File: src/design/spnm_pkg.sv
`timescale 1ns / 1ps
// ----------------------------------------------------------------------------
// spnm_pkg
// Shared types and SHA-1 constants for the prefix and nonce matcher.
// ----------------------------------------------------------------------------
package spnm_pkg;

	localparam int ROUNDS       = 80;
	localparam int PREFIX_BYTES = 40;
	localparam int SCHED_WORDS  = 16;

	localparam logic [31:0] K_0 = 32'h5A827999;
	localparam logic [31:0] K_1 = 32'h6ED9EBA1;
	localparam logic [31:0] K_2 = 32'h8F1BBCDC;
	localparam logic [31:0] K_3 = 32'hCA62C1D6;

	localparam logic [31:0] H_0 = 32'h67452301;
	localparam logic [31:0] H_1 = 32'hEFCDAB89;
	localparam logic [31:0] H_2 = 32'h98BADCFE;
	localparam logic [31:0] H_3 = 32'h10325476;
	localparam logic [31:0] H_4 = 32'hC3D2E1F0;

	localparam logic [7:0] PAD_BYTE = 8'h80;

	// Configuration register indexes.
	localparam logic [2:0] REG_PREFIX_0   = 3'd0;
	localparam logic [2:0] REG_PREFIX_1   = 3'd1;
	localparam logic [2:0] REG_PREFIX_2   = 3'd2;
	localparam logic [2:0] REG_PREFIX_3   = 3'd3;
	localparam logic [2:0] REG_PREFIX_4   = 3'd4;
	localparam logic [2:0] REG_TARGET_AB  = 3'd5;
	localparam logic [2:0] REG_TARGET_CD  = 3'd6;
	localparam logic [2:0] REG_TARGET_E   = 3'd7;

	typedef logic [6:0] round_idx_t;

	// Control handed from the sequencer to the round unit.
	typedef struct packed {
		logic       load;
		logic       step;
		round_idx_t round;
	} round_ctl_t;

	// Working variables of the compression.
	typedef struct packed {
		logic [31:0] a;
		logic [31:0] b;
		logic [31:0] c;
		logic [31:0] d;
		logic [31:0] e;
	} hash_state_t;

	function automatic logic [31:0] rotl(input logic [31:0] x, input int n);
		return (x << n) | (x >> (32 - n));
	endfunction

endpackage

File: src/design/sha1_prefix_nonce_matcher.sv
`timescale 1ns / 1ps
// ----------------------------------------------------------------------------
// sha1_prefix_nonce_matcher
// Builds one SHA-1 block from a configured 40-byte prefix and a nonce,
// hashes it and compares the digest with a configured target.
//
//   channel  direction  handshake              payload
//   in       to block   in_valid / in_stall    nonce_first_bytes,
//                                              nonce_last_bytes, nonce_length
//   out      from block out_valid / out_stall  digest_matches, length_error
//   cfg      to block   cfg_write              cfg_index, cfg_data
//
// A legal item is accepted at the edge that loads the schedule chain and the
// working variables; the single round unit then steps through all 80 rounds,
// and a compare step adds the initial value, compares and fills the output
// register. An item with an illegal length skips the rounds and goes straight
// to the compare step. One item is in work at a time; the next is accepted
// only after the previous result is registered, even if it is stalled. A
// finished item waits in the compare step while the output register holds a
// stalled result.
// Reset clears the configuration registers and the control state.
// ----------------------------------------------------------------------------
module sha1_prefix_nonce_matcher #(
	parameter int MAX_NONCE_BYTES = 15
) (
	input  logic        clk,
	input  logic        arst_n,
	input  logic        in_valid,
	output logic        in_stall,
	input  logic [63:0] nonce_first_bytes,
	input  logic [55:0] nonce_last_bytes,
	input  logic [3:0]  nonce_length,
	output logic        out_valid,
	input  logic        out_stall,
	output logic        digest_matches,
	output logic        length_error,
	input  logic        cfg_write,
	input  logic [2:0]  cfg_index,
	input  logic [63:0] cfg_data
);

	typedef enum logic [1:0] {ST_IDLE, ST_RUN, ST_CMP} state_t;

	state_t                  state_q;
	spnm_pkg::round_idx_t    round_q;
	logic                    err_q;
	logic                    out_valid_q;
	logic                    match_q;
	logic                    lerr_q;

	logic [63:0]             prefix_q [5];
	logic [63:0]             target_ab_q;
	logic [63:0]             target_cd_q;
	logic [31:0]             target_e_q;

	logic                    accept;
	logic                    len_bad;
	logic                    out_free;
	logic [127:0]            nonce_vec;
	logic [7:0]              tail [16];
	logic [31:0]             blk_w [spnm_pkg::SCHED_WORDS];
	logic [31:0]             cell_w [spnm_pkg::SCHED_WORDS];
	logic [31:0]             w_fb;
	logic [5:0]              msg_bytes;
	spnm_pkg::round_ctl_t    rctl;
	spnm_pkg::hash_state_t   hs;
	logic                    digest_eq;

	assign accept   = in_valid && !in_stall;
	assign in_stall = (state_q != ST_IDLE);
	assign len_bad  = (nonce_length == 4'd0) || (nonce_length > 4'(MAX_NONCE_BYTES));
	assign out_free = !out_valid_q || !out_stall;

	// Configuration registers.
	always_ff @(posedge clk or negedge arst_n) begin
		if (!arst_n) begin
			for (int i = 0; i < 5; i++) begin
				prefix_q[i] <= '0;
			end
			target_ab_q <= '0;
			target_cd_q <= '0;
			target_e_q  <= '0;
		end else if (cfg_write) begin
			unique case (cfg_index)
				spnm_pkg::REG_PREFIX_0:  prefix_q[0] <= cfg_data;
				spnm_pkg::REG_PREFIX_1:  prefix_q[1] <= cfg_data;
				spnm_pkg::REG_PREFIX_2:  prefix_q[2] <= cfg_data;
				spnm_pkg::REG_PREFIX_3:  prefix_q[3] <= cfg_data;
				spnm_pkg::REG_PREFIX_4:  prefix_q[4] <= cfg_data;
				spnm_pkg::REG_TARGET_AB: target_ab_q <= cfg_data;
				spnm_pkg::REG_TARGET_CD: target_cd_q <= cfg_data;
				spnm_pkg::REG_TARGET_E:  target_e_q  <= cfg_data[31:0];
				default: ;
			endcase
		end
	end

	// Message block: prefix, nonce, pad byte, zeros, bit length.
	assign nonce_vec = {nonce_first_bytes, nonce_last_bytes, 8'h00};
	assign msg_bytes = 6'(spnm_pkg::PREFIX_BYTES) + {2'b00, nonce_length};

	always_comb begin
		for (int i = 0; i < 16; i++) begin
			if (4'(i) < nonce_length) begin
				tail[i] = nonce_vec[127 - 8 * i -: 8];
			end else if (4'(i) == nonce_length) begin
				tail[i] = spnm_pkg::PAD_BYTE;
			end else begin
				tail[i] = 8'h00;
			end
		end
		for (int i = 0; i < 5; i++) begin
			blk_w[2 * i]     = prefix_q[i][63:32];
			blk_w[2 * i + 1] = prefix_q[i][31:0];
		end
		for (int i = 0; i < 4; i++) begin
			blk_w[10 + i] = {tail[4 * i], tail[4 * i + 1], tail[4 * i + 2], tail[4 * i + 3]};
		end
		blk_w[14] = 32'h0;
		blk_w[15] = {23'b0, msg_bytes, 3'b000};
	end

	// Schedule chain: cell j holds W[t+j] during round t.
	assign w_fb = spnm_pkg::rotl(cell_w[13] ^ cell_w[8] ^ cell_w[2] ^ cell_w[0], 1);

	for (genvar j = 0; j < spnm_pkg::SCHED_WORDS; j++) begin : g_cell
		logic [31:0] nxt;
		if (j == spnm_pkg::SCHED_WORDS - 1) begin : g_tail
			assign nxt = w_fb;
		end else begin : g_mid
			assign nxt = cell_w[j + 1];
		end
		spnm_wcell u_cell (
			.clk       (clk),
			.load      (accept),
			.shift     (state_q == ST_RUN),
			.load_word (blk_w[j]),
			.next_word (nxt),
			.word      (cell_w[j])
		);
	end

	assign rctl.load  = accept;
	assign rctl.step  = (state_q == ST_RUN);
	assign rctl.round = round_q;

	spnm_round u_round (
		.clk (clk),
		.ctl (rctl),
		.w   (cell_w[0]),
		.hs  (hs)
	);

	assign digest_eq = ((hs.a + spnm_pkg::H_0) == target_ab_q[63:32]) &&
	                   ((hs.b + spnm_pkg::H_1) == target_ab_q[31:0]) &&
	                   ((hs.c + spnm_pkg::H_2) == target_cd_q[63:32]) &&
	                   ((hs.d + spnm_pkg::H_3) == target_cd_q[31:0]) &&
	                   ((hs.e + spnm_pkg::H_4) == target_e_q);

	always_ff @(posedge clk or negedge arst_n) begin
		if (!arst_n) begin
			state_q     <= ST_IDLE;
			round_q     <= '0;
			err_q       <= 1'b0;
			out_valid_q <= 1'b0;
			match_q     <= 1'b0;
			lerr_q      <= 1'b0;
		end else begin
			// A new result takes the output register; otherwise a taken one leaves it.
			if (state_q == ST_CMP && out_free) begin
				out_valid_q <= 1'b1;
			end else if (out_valid_q && !out_stall) begin
				out_valid_q <= 1'b0;
			end
			unique case (state_q)
				ST_IDLE: begin
					if (accept) begin
						round_q <= '0;
						err_q   <= len_bad;
						state_q <= len_bad ? ST_CMP : ST_RUN;
					end
				end
				ST_RUN: begin
					round_q <= round_q + 7'd1;
					if (round_q == 7'(spnm_pkg::ROUNDS - 1)) begin
						state_q <= ST_CMP;
					end
				end
				ST_CMP: begin
					if (out_free) begin
						match_q <= !err_q && digest_eq;
						lerr_q  <= err_q;
						state_q <= ST_IDLE;
					end
				end
				default: state_q <= ST_IDLE;
			endcase
		end
	end

	assign out_valid      = out_valid_q;
	assign digest_matches = match_q;
	assign length_error   = lerr_q;

endmodule

File: src/design/spnm_wcell.sv
`timescale 1ns / 1ps
// ----------------------------------------------------------------------------
// spnm_wcell
// One cell of the message schedule chain: holds one 32-bit schedule word
// and takes its neighbor's word on every shift.
// ----------------------------------------------------------------------------
module spnm_wcell (
	input  logic        clk,
	input  logic        load,
	input  logic        shift,
	input  logic [31:0] load_word,
	input  logic [31:0] next_word,
	output logic [31:0] word
);

	logic [31:0] word_q;

	always_ff @(posedge clk) begin
		if (load) begin
			word_q <= load_word;
		end else if (shift) begin
			word_q <= next_word;
		end
	end

	assign word = word_q;

endmodule

File: src/design/spnm_round.sv
`timescale 1ns / 1ps
// ----------------------------------------------------------------------------
// spnm_round
// SHA-1 round unit: the five working variables and one round of logic,
// reused for all eighty rounds.
// ----------------------------------------------------------------------------
module spnm_round (
	input  logic                    clk,
	input  spnm_pkg::round_ctl_t    ctl,
	input  logic [31:0]             w,
	output spnm_pkg::hash_state_t   hs
);

	spnm_pkg::hash_state_t hs_q;
	logic [31:0]           f;
	logic [31:0]           k;
	logic [31:0]           t;

	always_comb begin
		if (ctl.round < 7'd20) begin
			f = (hs_q.b & hs_q.c) | (~hs_q.b & hs_q.d);
			k = spnm_pkg::K_0;
		end else if (ctl.round < 7'd40) begin
			f = hs_q.b ^ hs_q.c ^ hs_q.d;
			k = spnm_pkg::K_1;
		end else if (ctl.round < 7'd60) begin
			f = (hs_q.b & hs_q.c) | (hs_q.b & hs_q.d) | (hs_q.c & hs_q.d);
			k = spnm_pkg::K_2;
		end else begin
			f = hs_q.b ^ hs_q.c ^ hs_q.d;
			k = spnm_pkg::K_3;
		end
		t = spnm_pkg::rotl(hs_q.a, 5) + f + hs_q.e + w + k;
	end

	always_ff @(posedge clk) begin
		if (ctl.load) begin
			hs_q.a <= spnm_pkg::H_0;
			hs_q.b <= spnm_pkg::H_1;
			hs_q.c <= spnm_pkg::H_2;
			hs_q.d <= spnm_pkg::H_3;
			hs_q.e <= spnm_pkg::H_4;
		end else if (ctl.step) begin
			hs_q.e <= hs_q.d;
			hs_q.d <= hs_q.c;
			hs_q.c <= spnm_pkg::rotl(hs_q.b, 30);
			hs_q.b <= hs_q.a;
			hs_q.a <= t;
		end
	end

	assign hs = hs_q;

endmodule

File: config.mk
export PLATFORM = sky130hd
export DESIGN_NAME = sha1_prefix_nonce_matcher
export DESIGN_NICKNAME = d
export VERILOG_FILES = /design/src/design/spnm_pkg.sv /design/src/design/sha1_prefix_nonce_matcher.sv /design/src/design/spnm_wcell.sv /design/src/design/spnm_round.sv
export SDC_FILE = /design/constraint.sdc
export NUM_CORES = 2
export LEC_CHECK = 0
export BUFFER_PORTS_ARGS = -buffer_cell sky130_fd_sc_hd__clkbuf_2
export CAP_MARGIN = 20
export CORE_UTILIZATION = 53
export DETAILED_ROUTE_END_ITERATION = 6
export GPL_TIMING_DRIVEN = 0
export PLACE_DENSITY_LB_ADDON = 0.1
export SYNTH_ARGS = -nofsm -noshare
export SYNTH_HDL_FRONTEND = slang
export SYNTH_SLANG_ARGS = --single-unit
File: constraint.sdc
create_clock -name clk -period 13.8 [get_ports clk]
set_input_delay 3.45 -clock clk [delete_from_list [all_inputs] [get_ports clk]]
set_output_delay 3.45 -clock clk [all_outputs]
set_load 0.01 [all_outputs]
== Yosys cells after proc, flatten, opt, wreduce, memory -nomap -nowiden ==
Index checks and enable logic that the tools add are counted.
Operators by class
  add/sub/neg operators: 11
  magnitude comparators: 20
  eq/ne operators: 33
  mux-type cells: 77
  bitwise gates (word level): 16
  reduce and logical (&&, ||, !) cells: 33
Operators by type and width (count)
  $mux 32: 33
  $mux 8: 32
  $eq 32x32->1: 5
  $xor 32x32->32: 5
  $add 32x32->32: 4
  $and 32x32->32: 4
  $add 32x32->32 const B: 3
  $or 32x32->32: 3
  $add 32x29->32 const B: 1
  $add 32x31->32 const B: 1
  $eq 4x4->1 const A: 8
  $lt 4x4->1 const A: 8
  $not 32->32: 1
  $or 32x1->32: 1
  $or 32x30->32: 1
  $or 32x5->32: 1
  $mux 31: 1
  $reduce_and 2->1: 11
  $mux 9: 2
  $eq 3x4->1 const A: 4
  $lt 3x4->1 const A: 4
  $lt 7x6->1 const B: 2
  $pmux 7 s2: 1
  $eq 3x3->1 const B: 4
  other kinds (26): 50
Storage, ports and cells
  register bits after elaboration: 1165
  input bits: 196
  word-level logic and storage cells: 226

== Logic depth before layout (Yosys ltp) ==
  word-level depth: 10
  depth in mapped cells: 27
  depth with buffers taken out: 24

== By module ==
From an unflattened synthesis, not the netlist that was laid out.
Unflattened totals
  cell total of the unflattened synthesis: 4604
  area total of the unflattened synthesis: 61913.1 sq um
By module, submodules not included
  sha1_prefix_nonce_matcher: times used 1, cells each 2302, area an instance 26574.2 sq um
  spnm_wcell: times used 16, cells each 69, area an instance 1507.7 sq um
  spnm_round: times used 1, cells each 1198, area an instance 11215.8 sq um

== Least setup slack after synthesis ==
No wires, ideal clock.
  path type: in2reg
  from: input in_valid
  to: register g_cell[0].u_cell.word_q[0] (enable)
  setup time: 803 ps
  arrival time: 12882 ps
  data required time: 12997 ps
  path slack: 116 ps
  stages: 5
  path through: and2_1 clkbuf_1 clkbuf_1 nor2_1 inv_1
On the way
  longest elaborated chain between the ends: 2
Ends and longest elaborated chain
  from (decl): RTL line sha1_prefix_nonce_matcher.sv:28  | input logic in_valid,
  $logic_and 1x1->1: RTL line sha1_prefix_nonce_matcher.sv:69  | assign accept = in_valid && !in_stall;
  $reduce_bool 2->1 (no line)
  to (signal assigned): RTL line spnm_wcell.sv:20  | word_q <= load_word;
  to (signal assigned): RTL line spnm_wcell.sv:22  | word_q <= next_word;
  to (decl): RTL line spnm_wcell.sv:16  | logic [31:0] word_q;
Every way passes these cells.
A chain may end at the register's enable or synchronous reset.

== Final worst setup path ==
  from: register round_q[4]
  to: register u_round.hs_q, in the netlist u_round.hs[159]
On the way
  longest elaborated chain between the ends: 8
  elaborated cells on any way between the ends: 13
  those cells by class: add/sub (4); order compare (3); mux (6)
Ends and longest elaborated chain
  from (decl): RTL line sha1_prefix_nonce_matcher.sv:45  | spnm_pkg::round_idx_t round_q;
  from (signal assigned): RTL line sha1_prefix_nonce_matcher.sv:184  | round_q <= round_q + 7'd1;
  $lt 7x6->1: RTL line spnm_round.sv:26  | end else if (ctl.round < 7'd60) begin
  $mux 32: RTL line spnm_round.sv:26
  $mux 32: RTL line spnm_round.sv:23  | end else if (ctl.round < 7'd40) begin
  $mux 32: RTL line spnm_round.sv:20  | if (ctl.round < 7'd20) begin
  $add 32x32->32 (3 in a row): RTL line spnm_round.sv:33  | t = spnm_pkg::rotl(hs_q.a, 5) + f + hs_q.e + w + k;
  $add 32x32->32 (*): RTL line spnm_round.sv:33
  to (decl): RTL line spnm_round.sv:14  | spnm_pkg::hash_state_t hs_q;
Every way passes the cells marked *; elsewhere a longest branch is shown, timed or not.

==> results.yml <==
status:
  status: "finished, final reports clean"
finish:
  layout-drive-gt1-share: 0.164
  final_area_mm2: 0.0645
  area_delta_synth_final_pct: 13.1
  nets: 6059
  fillCellCount: 9001
  final_core_util: 0.609
logic_synthesis:
  synth_warnings: 0
  yosysSeqAreaShare: 0.532
  async_flop_share: 0.423
  synthFlopType: "dfrtp_1"
  synth_edf_count: 454
  synth.distinct_cells: 92
  ys_seq_elements: 1165
  synth_area_leaders: "edfxtp_1, dfrtp_1, mux2_2"
  syn_area_mm2: 0.0571
  synth_top_area_frac: 0.239
  synth_fp_nets: 5714
  synth_top_area_cell: "edfxtp_1"
  ys_top_cells_by_count: "nand2_1, dfrtp_1, mux2_2"
  yosysMostFrequentCell: "nand2_1"
  synth_cells: 5351
  syn_area_per_cell_um2: 10.7
global_routing:
  antenna_found_initial: 18
  grt_pass1_wl_mm: 310
  grt_usage: 0.410
  overflow: 0
  grt_max_degree: 110
  grt_pass1_vias: 42500
routing:
  wire_per_inst_um: 30.8
  drt-total-wl_mm: 222
  vias: 43600
  first_iter_violations: 4982
  drt-vias-per-instance: 6.05
  drtAntennaViolNets: 0
  drc: 0
  firstDrtPassIters: 6
clock_tree:
  cts.sinks: 1165
  cts_buffers: 120
  cts_setup_buffers: 0
  hold_buffers: 0
  clk_path_buf_depth: 3
  cts_root_buf: "clkbuf_16"
  htreeDepth: 3
  clk_latency_ns: 0.75
  cts-resized-gates: 0
  cts_tree: "built"
  path_clk_slew_ns: 0.06
sta:
  fmax_mhz: 114
  slew_viol_final: 0
  maxSlewHeadroom: 0.166
  rsz0062_at_grt: "no"
  final.period_utilization: 0.638
  hold_viol: 0
  worst_pin_slew_ns: 1.24
  finClkSkew_ns: 0.0388
  setup_viol: 0
  period_needed_ns: 8.80
placed_design:
  io_buffer_count: 195
  dp_hpwl_mm: 173
  gp_congestion: 1.07
  placed_cell_area_mm2: 0.0603
min_path:
  min_path_cells: 2
  hp-class: "reg2reg"
  min_to: "g_cell[14].u_cell.word[4]$_SDFFE_PP0P_"
  min_from: "g_cell[14].u_cell.word[4]$_SDFFE_PP0P_"
critical_path:
  critPathSlowestCell: "clkbuf_1"
  max_stage_delay_ns: 0.76
  cp-end-kind: "flop"
  cpMostUsedCell: "clkbuf_1"
  required_ns: 14.38
  critPathLaunchType: "flop"
  reg2reg_slack_ns: 5.00
  r2r_cells: 25
  cp_max_fo: 10
  worstPathArrival_ns: 9.37
  cpLargestDelayFamily: "compound AO/OA/AOI/OAI gates"
  crit_type: "reg2reg"
  path_buf_inv: 6
  r2r-end: "u_round.hs[159]$_SDFFE_PP0P_"
  r2r_start: "round_q[4]$_DFFE_PN0P_"
floorplanning:
  core_area_mm2: 0.106
  dieHeight_um: 330
  start_util: 0.538
  dieArea_mm2: 0.109
  pin_count: 200
  die_w_um: 330
  row_count: 119
run:
  drv_cap: 0
[cells in the final DEF, fill, tap and decap left out, types with 22 or more instances in the layout]
| cell type | synthesis | layout |
|---|---|---|
| a211oi_1 | 54 | 54 |
| o211ai_1 | 64 | 64 |
| o21ai_0 | 100 | 99 |
| a22o_1 | 96 | 96 |
| mux2_2 | 484 | 484 |
| xnor2_1 | 295 | 295 |
| xor2_1 | 74 | 74 |
| dfxtp_1 | 218 | 218 |
| nor2_1 | 156 | 156 |
| clkbuf_1 | 292 | 316 |
| fa_1 | 114 | 114 |
| clkbuf_8 | 0 | 30 |
| nor4_1 | 22 | 22 |
| mux2i_1 | 41 | 41 |
| clkbuf_16 | 0 | 123 |
| a21oi_1 | 191 | 190 |
| nand4_1 | 38 | 38 |
| ha_1 | 53 | 53 |
| dfrtp_1 | 493 | 493 |
| nand3_1 | 89 | 89 |
| clkbuf_2 | 1 | 195 |
| edfxtp_1 | 454 | 454 |
| nand2_1 | 1428 | 1428 |
| nor3_1 | 34 | 32 |
| inv_1 | 207 | 206 |
| a21o_1 | 25 | 25 |
[registers in the layout (all words and copies together) (netlist names)]
| name | count |
|---|---|
| g_cell.u_cell.word | 512 |
| blk_w | 320 |
| u_round.hs | 160 |
| target_ab_q | 64 |
| target_cd_q | 64 |
| target_e_q | 32 |
| round_q | 7 |
| state_q | 2 |
| digest_matches | 1 |
| err_q | 1 |
| length_error | 1 |
| out_valid | 1 |
[per-stage QoR]
stage / setup WS (ns) / hold WS, ns / TNS (ns) / cells
2_1_floorplan: 0.116 / 0.432 / 0 / 5351
3_3_place_gp: -5.50 / 0.438 / -4110.75 / 6937
3_5_place_dp: 5.31 / 0.442 / 0 / 6962
4_1_cts: 5.25 / 0.450 / 0 / 7191
5_1_grt: 4.85 / 0.470 / 0 / 7194
6_report: 5.00 / 0.452 / 0 / 7198
[worst max path at each step]
| stage | start | to | slack [ns] | depth (start not counted) |
|---|---|---|---|---|
| floorplan | in_valid | g_cell[0].u_cell.word[0]$_DFFE_PP_ | 0.12 | 5 |
| global placement | in_valid | g_cell[6].u_cell.word[7]$_DFFE_PP_ | -5.50 | 6 |
| detailed placement | round_q[4]$_DFFE_PN0P_ | u_round.hs[159]$_SDFFE_PP0P_ | 5.31 | 25 |
| CTS | round_q[4]$_DFFE_PN0P_ | u_round.hs[159]$_SDFFE_PP0P_ | 5.25 | 25 |
| global route | round_q[4]$_DFFE_PN0P_ | u_round.hs[159]$_SDFFE_PP0P_ | 4.85 | 25 |
| finish | round_q[4]$_DFFE_PN0P_ | u_round.hs[159]$_SDFFE_PP0P_ | 5.00 | 25 |
[area by class of cell]
class,instances,area (um^2),area share
Buffer,315,1200,0.0186
Tap cell,1391,1740,0.0270
Clock buffer,176,3570,0.0553
Multi-Input combinational cell,3661,24700,0.383
Timing Repair Buffer,223,1490,0.0230
Clock inverter,53,668,0.0104
Sequential cell,1165,30300,0.470
Antenna cell,4,10.0,0.000155
Inverter,210,796,0.0123
[routing by layer]
layer,up-vias,global-route usage,share of wire
li1,19000,-,-
met1,21700,0.532,0.38
met2,2175,0.636,0.45
met3,628,0.0635,0.082
met4,8,0.277,0.082
met5,-,0,0.00023
[kinds of logic after synthesis]
logic type | count (synthesis) | share of synthesized area
AO/OA/AOI/OAI | 706 | 0.0849
XOR/XNOR | 369 | 0.0566
adder cells (fa/ha/maj) | 167 | 0.0516
buffers and inverters | 525 | 0.0348
flip-flops | 1165 | 0.532
multiplexers | 525 | 0.103
AND/OR/NAND/NOR | 1894 | 0.138
[worst reg2reg max path: cells and delay by family (launching register included)]
family                     cells  cell delay [ns]
AOI/OAI and AO/OA              9             2.64
xor gates and xnor gates       1             0.26
adders and majority gates      4             1.81
buffers and inverters          6             2.21
DFF                            1             0.32
and+or+nand+nor                5             1.42
Power is left out: the tool's default activity adds up to more than one toggle a clock period on the data nets, which glitch-free logic cannot reach.
